===== src/hw/rtl/jtcu_pkg.sv =====
// Package: opcodes, stage payload types and helpers for the type conversion unit.
`timescale 1ns / 1ps
package jtcu_pkg;

  localparam int unsigned OpW   = 4;
  localparam int unsigned DataW = 64;

  typedef enum logic [3:0] {
    OP_I2L = 4'd0,  OP_I2F = 4'd1,  OP_I2D = 4'd2,  OP_L2I = 4'd3,
    OP_L2F = 4'd4,  OP_L2D = 4'd5,  OP_F2I = 4'd6,  OP_F2L = 4'd7,
    OP_F2D = 4'd8,  OP_D2I = 4'd9,  OP_D2L = 4'd10, OP_D2F = 4'd11,
    OP_I2B = 4'd12, OP_I2C = 4'd13, OP_I2S = 4'd14, OP_NONE = 4'd15
  } op_t;

  // Unpacked operand, produced by the decode stage.
  typedef struct packed {
    op_t         op;
    logic        neg;       // sign of the value
    logic [63:0] mag;       // integer magnitude, or significand (hidden bit at 63)
    logic [6:0]  lz;        // leading zero count of mag
    logic        is_zero;   // zero or (for fp) zero/subnormal flushed where relevant
    logic        is_nan;
    logic        is_inf;
    logic signed [12:0] uexp;  // unbiased exponent of mag bit 63 (fp ops)
    logic [63:0] raw;       // direct result for simple ops
  } dec_t;

  // Normalized value, produced by the shift stage.
  typedef struct packed {
    op_t         op;
    logic        neg;
    logic [63:0] norm;      // value left-justified, leading one at bit 63
    logic signed [12:0] uexp;
    logic        is_zero;
    logic        is_nan;
    logic        is_inf;
    logic [63:0] raw;
  } nrm_t;

  // Leading zero count over 64 bits.
  function automatic logic [6:0] lzc64(input logic [63:0] v);
    logic [6:0] n;
    n = 7'd64;
    for (int i = 0; i < 64; i++) begin
      if (v[i]) n = 7'(63 - i);
    end
    return n;
  endfunction

  // Right shift with sticky, amount saturating.
  function automatic logic [63:0] shr_sticky(input logic [63:0] v, input logic [6:0] sh);
    logic [63:0] o;
    logic        st;
    if (sh >= 7'd64) begin
      o  = '0;
      st = |v;
    end else begin
      o  = v >> sh;
      st = |(v & ~(64'hFFFF_FFFF_FFFF_FFFF << sh));
    end
    return {o[63:1], o[0] | st};
  endfunction

endpackage


===== src/hw/rtl/jvm_type_conversion_unit.sv =====
// Top level: three-stage pipelined JVM primitive conversion unit.
//
//   channel | ports                            | direction
//   in      | in_valid in_ready in_operation   | into block
//           | in_operand_bits                  |
//   out     | out_valid out_ready out_result_bits | out of block
//
// Stages: decode, normalize, round/pack. One item per cycle is sustained
// while out_ready is high, over a chain of valid-tagged registers.
// A stage advances when the stage after it is empty or moving, so a stall
// at the output holds every full stage and loses nothing.
// Synchronous reset clears the valid bits; payload registers are not reset.
`timescale 1ns / 1ps
module jvm_type_conversion_unit (
  input  logic        clk,
  input  logic        rst_n,
  input  logic        in_valid,
  output logic        in_ready,
  input  logic [3:0]  in_operation,
  input  logic [63:0] in_operand_bits,
  output logic        out_valid,
  input  logic        out_ready,
  output logic [63:0] out_result_bits
);
  jtcu_pkg::dec_t dec_nxt, dec_r;
  jtcu_pkg::nrm_t nrm_nxt, nrm_r;
  logic [63:0]    res_nxt, res_r;
  logic           v1_r, v2_r, v3_r;
  logic           adv1, adv2, adv3;

  // Stage enables
  assign adv3 = !v3_r || out_ready;
  assign adv2 = !v2_r || adv3;
  assign adv1 = !v1_r || adv2;
  assign in_ready = adv1;

  jtcu_decode u_dec (.op_i(in_operation), .bits_i(in_operand_bits), .dec_o(dec_nxt));
  jtcu_normalize u_nrm (.dec_i(dec_r), .nrm_o(nrm_nxt));
  jtcu_pack u_pack (.nrm_i(nrm_r), .result_o(res_nxt));

  // Valid bits
  always_ff @(posedge clk) begin
    if (!rst_n) begin
      v1_r <= 1'b0;
      v2_r <= 1'b0;
      v3_r <= 1'b0;
    end else begin
      if (adv1) v1_r <= in_valid;
      if (adv2) v2_r <= v1_r;
      if (adv3) v3_r <= v2_r;
    end
  end

  // Payload registers
  always_ff @(posedge clk) begin
    if (adv1) dec_r <= dec_nxt;
    if (adv2) nrm_r <= nrm_nxt;
    if (adv3) res_r <= res_nxt;
  end

  assign out_valid       = v3_r;
  assign out_result_bits = res_r;

  // A held result must not change while stalled.
  a_hold: assert property (@(posedge clk) disable iff (!rst_n)
    out_valid && !out_ready |=> out_valid && $stable(out_result_bits))
    else $error("result changed under stall");
  // Full pipeline with stalled output refuses input.
  a_full: assert property (@(posedge clk) disable iff (!rst_n)
    v1_r && v2_r && v3_r && !out_ready |-> !in_ready)
    else $error("accepted into full pipeline");
  // A transfer in reaches stage one.
  a_fill: assert property (@(posedge clk) disable iff (!rst_n)
    in_valid && in_ready |=> v1_r)
    else $error("accepted transfer lost");
endmodule


===== src/hw/rtl/jtcu_decode.sv =====
// Stage 1: operand unpacking, sign/magnitude and leading zero count.
`timescale 1ns / 1ps
module jtcu_decode (
  input  logic [3:0]     op_i,
  input  logic [63:0]    bits_i,
  output jtcu_pkg::dec_t dec_o
);
  logic [31:0] lo;
  logic [63:0] mag;
  logic        neg;
  logic [7:0]  fe;
  logic [22:0] fm;
  logic [10:0] de;
  logic [51:0] dm;
  jtcu_pkg::op_t op;

  always_comb begin
    op  = jtcu_pkg::op_t'(op_i);
    lo  = bits_i[31:0];
    fe  = lo[30:23];
    fm  = lo[22:0];
    de  = bits_i[62:52];
    dm  = bits_i[51:0];
    dec_o = '0;
    dec_o.op = op;
    neg = 1'b0;
    mag = '0;
    case (op)
      jtcu_pkg::OP_I2F, jtcu_pkg::OP_I2D: begin
        neg = lo[31];
        mag = {32'd0, neg ? (32'd0 - lo) : lo};
        dec_o.is_zero = (lo == 32'd0);
      end
      jtcu_pkg::OP_L2F, jtcu_pkg::OP_L2D: begin
        neg = bits_i[63];
        mag = neg ? (64'd0 - bits_i) : bits_i;
        dec_o.is_zero = (bits_i == 64'd0);
      end
      jtcu_pkg::OP_F2I, jtcu_pkg::OP_F2L, jtcu_pkg::OP_F2D: begin
        neg = lo[31];
        mag = {(fe != 8'd0), fm, 40'd0};
        dec_o.is_nan  = (fe == 8'hFF) && (fm != 23'd0);
        dec_o.is_inf  = (fe == 8'hFF) && (fm == 23'd0);
        dec_o.is_zero = (fe == 8'd0) && (fm == 23'd0);
        // subnormal: exponent of bit 63 position is -126
        dec_o.uexp = (fe == 8'd0) ? -13'sd126 : 13'(signed'({5'd0, fe})) - 13'sd127;
        if (fe == 8'd0) mag = {1'b0, fm, 40'd0};
        // f2i/f2l subnormals are flagged as zero below
      end
      jtcu_pkg::OP_D2I, jtcu_pkg::OP_D2L, jtcu_pkg::OP_D2F: begin
        neg = bits_i[63];
        mag = {(de != 11'd0), dm, 11'd0};
        dec_o.is_nan  = (de == 11'h7FF) && (dm != 52'd0);
        dec_o.is_inf  = (de == 11'h7FF) && (dm == 52'd0);
        // d2f, d2i, d2l: subnormal doubles give signed zero / 0
        dec_o.is_zero = (de == 11'd0);
        dec_o.uexp = 13'(signed'({2'd0, de})) - 13'sd1023;
      end
      default: ;
    endcase
    // Integer ops: exponent of bit 63 is 63.
    if (op == jtcu_pkg::OP_I2F || op == jtcu_pkg::OP_I2D ||
        op == jtcu_pkg::OP_L2F || op == jtcu_pkg::OP_L2D) begin
      dec_o.uexp = 13'sd63;
    end
    // f2i/f2l on subnormal floats yield zero.
    if ((op == jtcu_pkg::OP_F2I || op == jtcu_pkg::OP_F2L) && fe == 8'd0) dec_o.is_zero = 1'b1;
    dec_o.neg = neg;
    dec_o.mag = mag;
    dec_o.lz  = jtcu_pkg::lzc64(mag);
    // Direct results.
    case (op)
      jtcu_pkg::OP_I2L: dec_o.raw = {{32{lo[31]}}, lo};
      jtcu_pkg::OP_L2I: dec_o.raw = {32'd0, lo};
      jtcu_pkg::OP_I2B: dec_o.raw = {32'd0, {24{lo[7]}}, lo[7:0]};
      jtcu_pkg::OP_I2C: dec_o.raw = {48'd0, lo[15:0]};
      jtcu_pkg::OP_I2S: dec_o.raw = {32'd0, {16{lo[15]}}, lo[15:0]};
      default:          dec_o.raw = '0;
    endcase
  end
endmodule


===== src/hw/rtl/jtcu_normalize.sv =====
// Stage 2: left-justify the magnitude and adjust the exponent.
`timescale 1ns / 1ps
module jtcu_normalize (
  input  jtcu_pkg::dec_t dec_i,
  output jtcu_pkg::nrm_t nrm_o
);
  logic [5:0] sh;

  always_comb begin
    sh = dec_i.lz[5:0];
    nrm_o.op      = dec_i.op;
    nrm_o.neg     = dec_i.neg;
    nrm_o.norm    = dec_i.mag << sh;
    nrm_o.uexp    = dec_i.uexp - 13'(signed'({7'd0, sh}));
    nrm_o.is_zero = dec_i.is_zero || (dec_i.mag == 64'd0);
    nrm_o.is_nan  = dec_i.is_nan;
    nrm_o.is_inf  = dec_i.is_inf;
    nrm_o.raw     = dec_i.raw;
    // NaN payload must survive unshifted for f2d/d2f
    if (dec_i.is_nan) nrm_o.norm = dec_i.mag;
  end
endmodule


===== src/hw/rtl/jtcu_pack.sv =====
// Stage 3: rounding, saturation and packing of the result.
`timescale 1ns / 1ps
module jtcu_pack (
  input  jtcu_pkg::nrm_t nrm_i,
  output logic [63:0]    result_o
);
  localparam logic [63:0] QNAN_D = 64'h7FF8_0000_0000_0000;

  logic [63:0] n, sh, mag, iv;
  logic [7:0]  amt;
  logic [6:0]  amt7;
  logic [31:0] fbits;
  logic [63:0] dbits;
  logic [63:0] r;
  logic        s, is64;
  logic signed [12:0] e;
  logic [31:0] kf;
  logic [53:0] kd;
  logic        lsb, rb, st, up;

  always_comb begin
    n = nrm_i.norm;
    s = nrm_i.neg;
    e = nrm_i.uexp;
    r = '0;
    mag = '0; iv = '0; sh = '0; amt = '0; amt7 = '0;
    fbits = '0; dbits = '0; kf = '0; kd = '0;
    lsb = 1'b0; rb = 1'b0; st = 1'b0; up = 1'b0;
    is64 = 1'b0;
    case (nrm_i.op)
      jtcu_pkg::OP_I2L, jtcu_pkg::OP_L2I, jtcu_pkg::OP_I2B,
      jtcu_pkg::OP_I2C, jtcu_pkg::OP_I2S: r = nrm_i.raw;

      // to float32 (rounding from int/long or from double)
      jtcu_pkg::OP_I2F, jtcu_pkg::OP_L2F, jtcu_pkg::OP_D2F: begin
        if (nrm_i.is_nan) begin
          r = {32'd0, s, 8'hFF, n[62:40]};
          r[22] = 1'b1;
        end else if (nrm_i.is_inf) begin
          r = {32'd0, s, 8'hFF, 23'd0};
        end else if (nrm_i.is_zero) begin
          r = {32'd0, s, 31'd0};
        end else begin
          // normal if e >= -126, else denormalize
          if (e >= -13'sd126) amt7 = 7'd0;
          else if (e < -13'sd190) amt7 = 7'd64;
          else amt7 = 7'(-13'sd126 - e);
          sh  = jtcu_pkg::shr_sticky(n, amt7);
          lsb = sh[40];
          rb  = sh[39];
          st  = |sh[38:0];
          up  = rb && (st || lsb);
          kf  = {8'd0, sh[63:40]} + {31'd0, up};
          // exponent field from kept value with carry into hidden bit
          if (e >= -13'sd126)
            fbits = 32'(unsigned'(13'(e + 13'sd126))) * 32'h0080_0000 + kf;
          else
            fbits = kf;
          if (e > 13'sd127 || fbits >= 32'h7F80_0000) fbits = 32'h7F80_0000;
          r = {32'd0, s, fbits[30:0]};
        end
      end

      // to float64
      jtcu_pkg::OP_I2D, jtcu_pkg::OP_L2D, jtcu_pkg::OP_F2D: begin
        if (nrm_i.is_nan) begin
          r = {s, 11'h7FF, n[62:11]} | QNAN_D;
        end else if (nrm_i.is_inf) begin
          r = {s, 11'h7FF, 52'd0};
        end else if (nrm_i.is_zero) begin
          r = {s, 63'd0};
        end else begin
          lsb = n[11];
          rb  = n[10];
          st  = |n[9:0];
          up  = rb && (st || lsb);
          kd  = {1'b0, n[63:11]} + {53'd0, up};
          dbits = {51'd0, 13'(e + 13'sd1022)} * 64'h0010_0000_0000_0000 + {10'd0, kd};
          r = {s, dbits[62:0]};
        end
      end

      // to int/long, truncating
      jtcu_pkg::OP_F2I, jtcu_pkg::OP_F2L, jtcu_pkg::OP_D2I, jtcu_pkg::OP_D2L: begin
        is64 = (nrm_i.op == jtcu_pkg::OP_F2L) || (nrm_i.op == jtcu_pkg::OP_D2L);
        if (nrm_i.is_nan || nrm_i.is_zero || e < 13'sd0) begin
          r = '0;
        end else if (nrm_i.is_inf || (is64 && e >= 13'sd63) || (!is64 && e >= 13'sd31)) begin
          if (is64) r = s ? 64'h8000_0000_0000_0000 : 64'h7FFF_FFFF_FFFF_FFFF;
          else      r = s ? 64'h0000_0000_8000_0000 : 64'h0000_0000_7FFF_FFFF;
        end else begin
          amt  = 8'(7'd63 - 7'(e));
          mag  = n >> amt[5:0];
          iv   = s ? (64'd0 - mag) : mag;
          r    = is64 ? iv : {32'd0, iv[31:0]};
        end
      end

      default: r = '0;
    endcase
    result_o = r;
  end
endmodule

===== config.mk =====
export PLATFORM = sky130hd
export DESIGN_NAME = jvm_type_conversion_unit
export DESIGN_NICKNAME = d
export VERILOG_FILES = /design/src/hw/rtl/jtcu_pkg.sv /design/src/hw/rtl/jvm_type_conversion_unit.sv /design/src/hw/rtl/jtcu_decode.sv /design/src/hw/rtl/jtcu_normalize.sv /design/src/hw/rtl/jtcu_pack.sv
export SDC_FILE = /design/constraint.sdc
export NUM_CORES = 2
export LEC_CHECK = 0
export BUFFER_PORTS_ARGS = -buffer_cell sky130_fd_sc_hd__buf_2
export CORE_ASPECT_RATIO = 1.75
export CORE_MARGIN = 1
export CORE_UTILIZATION = 50
export CTS_CLUSTER_DIAMETER = 100
export DETAILED_ROUTE_END_ITERATION = 8
export GPL_ROUTABILITY_DRIVEN = 1
export PLACE_DENSITY = 0.76
export SYNTH_ARGS = -nofsm -noshare
export SYNTH_HDL_FRONTEND = slang
export SYNTH_SLANG_ARGS = --single-unit

===== constraint.sdc =====
create_clock -name clk -period 10.2 [get_ports clk]
set_input_delay 1.02 -clock clk [delete_from_list [all_inputs] [get_ports clk]]
set_output_delay 1.02 -clock clk [all_outputs]
set_load 0.03 [all_outputs]

==> results.md, run 1 <==
- Outcome: did not finish
- Fail Step: global routing
- First error: [ERROR GRT-0116] Global routing finished with congestion. Check the congestion regions in the DRC Viewer.
- Clk root buf: clkbuf_16
- Die X: 206.8 um
- Post-synth EDFFs: 305
- Initial Utilization: 0.5041
- Post-synthesis cell area: 36,690 um^2
- GRT overflow: 535
- Synth top area cells: edfxtp_1 25%, mux4_2 7.5%, nand2_1 5.1%
- Total global-route track usage: 0.7758
- Mapped Avg Cell Area: 8.181 um^2
- FP Rows: 131
- Mapped Nets: around 4,600
- Clock Sinks: 308
- Yosys top cell area share: 0.2497
- Commonest cells post-synth: 500 x nand2_1, 380 x nor2_1, 325 x o21ai_0
- Max clock buf depth: 3
- Htree depth: 1
- Die Span Y: 360.3 um
- GPL Wtd Cong: 1.236
- # IOs: 138
- Setup bufs post-CTS: 0
- Top FF cell, synth: edfxtp_1
- PortBufs: 137
- Post_cts resized: 0
- Cts bufs inserted: 31
- Vias in the first global route: 48,710
- CTS Hold Bufs: 0
- DP HPWL: 171,200 um
- FF+latch count, synth: 308
- First-pass GRT wire length: 426,600 um
- Yosys warns: 0
- Post-synth ARST share: 0
- Cell taking the most area after synthesis: edfxtp_1
- Top-count cell post-synth: nand2_1
- Synth Instances: ~4,500
- Pin count of the biggest net entering global routing: 132
- Share of the yosys chip area belonging to registers: 0.2513
- Distinct cells, synth: 118
## cells by family after synthesis
logic type / synth area share
flip-flops: 0.2513
buffers and inverters: 0.05863
AO/OA/AOI/OAI: 0.2779
AND/OR/NAND/NOR: 0.2132
multiplexers: 0.1580
adder cells (fa/ha/maj): 0.01064
XOR/XNOR: 0.03032
## stage by stage
| stage | std cells | hold WS (ns) | worst slack [ns] | cell area, um^2 | utilization |
|---|---|---|---|---|---|
| after floorplan | 4484 | 0.4003 | 2.230 | 36690 | - |
| after global placement | 5319 | 0.4010 | 1.294 | 38430 | 0.5281 |
| after detailed placement | 5319 | 0.4045 | 1.293 | 38430 | 0.5281 |
| after CTS | 5373 | 0.4185 | 1.233 | 39470 | 0.5423 |
## per-layer routing
metal	overflow	global-route usage
met1	1	0.7708
met2	295	0.9315
met3	7	0.6216
met4	231	0.8033
met5	1	0.2547
==> run 2: changes to the inputs <==
Settings changed: CORE_ASPECT_RATIO 1.75 to not set, CORE_UTILIZATION 50 to 35, CTS_CLUSTER_DIAMETER 100 to not set, PLACE_DENSITY 0.76 to not set, PLACE_DENSITY_LB_ADDON set to 0.15.
==> run 2 against run 1 <==
  * The flow now finishes, with violations (capacitance limit, slew limit)
  * Area after synthesis is the same
  * Synthesized cell count is the same
==> results.md, run 2 <==
- Outcome: finished with violations
- Failing checks: capacitance limit, slew limit
- Final #Nets: 4,482
- Worst skew pair latency: 0.64 ns
- Crit path max fanout: 31
- DP HPWL: 149,200 um (-13%)
- Max reg flops: 123
- HP Class: reg -> reg
- Post-synth EDFFs: 305 (unchanged)
- Post-Route WL: 200,700 um
- First-pass iteration count of the detailed router: 9
- Commonest non-fill, non-tap cell in the layout: nand2_1
- Post-route insts no fill: 5,791
- Routed Antenna Nets: 0
- GRT overflow: 0
- Synth Instances: 4,484 (unchanged)
- Top-count cell post-synth: nand2_1
- FP Rows: 118 (-9.9%)
- FF+latch count, synth: 308 (unchanged)
- Slowest CP cell: a21boi_4
- CP bufs+invs: 1
- Leak pwr: 14.76 nW
- Post-synth ARST share: 0 (unchanged)
- Hold Path Origin: dec_r[26]$_DFFE_PP_
- Iteration-0 DRC count of the detailed router: 6,544
- # setup viols final: 0
- Total core area: 103,600 um^2
- Distinct cells, synth: 118 (unchanged)
- Total global-route track usage: 0.3632
- Pin count of the biggest net entering global routing: 132
- Crit path max-delay family: simple AND/OR/NAND/NOR gates
- Post_cts resized: 0 (unchanged)
- Share of post-route cells with drive strength above 1: 0.1620
- Via count: 40,520
- Die Span Y: 325.8 um (-9.6%)
- Synth top area cells: edfxtp_1 25%, mux4_2 7.5%, nand2_1 5.1%
- CTS Hold Bufs: 0 (unchanged)
- CP required: 10.63 ns
- Commonest cells after routing, fill and taps aside: 499 x nand2_1, 378 x nor2_1, 323 x o21ai_0, 305 x edfxtp_1, 262 x a21oi_1
- Min Tclk post-route: 9.104 ns
- Final period util: 0.8925
- CP Class: reg -> reg
- Setup Total Neg Slack: 0 ns
- # IOs: 138 (unchanged)
- DRC: 0
- Arrival time worst endpoint: 9.54 ns
- GPL Wtd Cong: 1.030 (-17%)
- Post-synthesis cell area: 36,690 um^2 (unchanged)
- Yosys top cell area share: 0.2497 (unchanged)
- Overall Power: 11.47 mW
- Initial Utilization: 0.3540 (-0.1501)
- Clock Sinks: 308 (unchanged)
- Mapped Avg Cell Area: 8.181 um^2 (unchanged)
- Commonest cells post-synth: 500 x nand2_1, 380 x nor2_1, 325 x o21ai_0
- R2r startpoint: nrm_r[68]$_DFFE_PP_
- Placed cell count: 5,719 (+7.5%)
- PortBufs: 137 (unchanged)
- Final-report max-slew violation count: 2
- Cts bufs inserted: 39 (+26%)
- Top FF cell, synth: edfxtp_1
- CP endpoint kind: register
- Yosys warns: 0 (unchanged)
- CP startpoint: nrm_r[68]$_DFFE_PP_
- Biggest register: dec_r
- Cell taking the most area after synthesis: edfxtp_1
- Mapped Nets: 4,586 (unchanged)
- Layout Area Growth over Synthesis: 8.902%
- Slew @ Worst Pin: between 1.5 and 2 ns
- First-pass GRT wire length: 282,000 um
- Pwr/cell area: 287.1 nW/um^2
- Relative slew slack: -0.01423
- Pre-CTS WS: 1.279 ns (-0.01401 ns)
- Max-Cap Viols: 2
- Initial antenna violation count: 5
- Htree depth: 2 (+1)
- Setup bufs post-CTS: 0 (unchanged)
- Clk root buf: clkbuf_16
- Share of the yosys chip area belonging to registers: 0.2513 (unchanged)
- Drt wl/cell: 34.65 um
- Fin. Hold Viols: 0
- Drt via density: 6.997
- CTS tree: yes
- Clock skew: 0.05846 ns
- FMAX: between 100 and 150 MHz
- Die ar.: 106,100 um^2
- VDD IR-drop max: ~0.24 mV
- Delay of the slowest critical-path stage: 0.86 ns
- Vias in the first global route: between 30,000 and 40,000
- Clk pin slew, worst setup/hold paths: 0.06 ns
- Die X: 325.8 um (+58%)
- Max clock buf depth: 3 (unchanged)
- RSZ-0062 raised after global routing: no
- Startpoint Class: register
- Final WS setup: 1.096 ns
==> run 2: cell families (layout without fill, tap and decap cells) <==
logic type                 after synthesis  count (layout)  synth area share
adders and majority gates               30              30           0.01064
AOI/OAI and AO/OA                     1478            1478            0.2779
and+or+nand+nor                       1607            1607            0.2132
other                                    0               3                 0
DFF                                    308             308            0.2513
xor gates and xnor gates               127             127           0.03032
buffers and inverters                  522             446           0.05863
muxes                                  412             412            0.1580
==> run 2: per-layer routing <==
| metal | wire length (um) | track usage |
|---|---|---|
| met5 | 59 | 0 |
| met4 | 15090 | 0.2257 |
| met3 | 22560 | 0.08379 |
| met2 | 85270 | 0.5481 |
| met1 | 77690 | 0.4686 |
==> run 2: path summary, 6_finish.rpt <==
kind / cells past startpoint / slack (ns) / endpoint
worst max-delay path: 26 / 1.10 / out_result_bits[11]$_DFFE_PP_
worst min-delay path: 0 / 0.37 / nrm_r[26]$_DFFE_PP_
worst max register to register: 26 / 1.10 / out_result_bits[11]$_DFFE_PP_
worst min register to register: 0 / 0.37 / nrm_r[26]$_DFFE_PP_
==> run 2: through the flow <==
| stage | utilization | hold slack (ns) | area (um^2) |
|---|---|---|---|
| after detailed placement | 0.3727 | 0.4045 | 38630 |
| after CTS | 0.3854 | 0.3750 | 39940 |
| after global routing | 0.3854 | 0.3858 | 39940 |
| after global placement | 0.3727 | 0.4030 | 38630 |
| final | 0.3855 | 0.3669 | 39950 |
| after floorplan | - | 0.4003 | 36690 |
==> run 2: where the power goes <==
| group | total [mW] | switching (mW) | internal, mW |
|---|---|---|---|
| clock network | 1.45 | 0.627 | 0.823 |
| registers | 2.01 | 0.350 | 1.66 |
| logic | 8.01 | 5.45 | 2.56 |
==> run 2: final cells by class <==
type / count / area (um^2)
inverters: 79 / 296.5
clock inverters: 25 / 319.1
multi-input cells: 3654 / 25470
repair buffers: 298 / 1919
well taps: 1380 / 1727
diodes: 3 / 7.507
clock buffers: 44 / 994.7
fillers: 10820 / 63690
flip-flops and latches: 308 / 9219
Note: power is estimated with default switching activity, not from simulation.
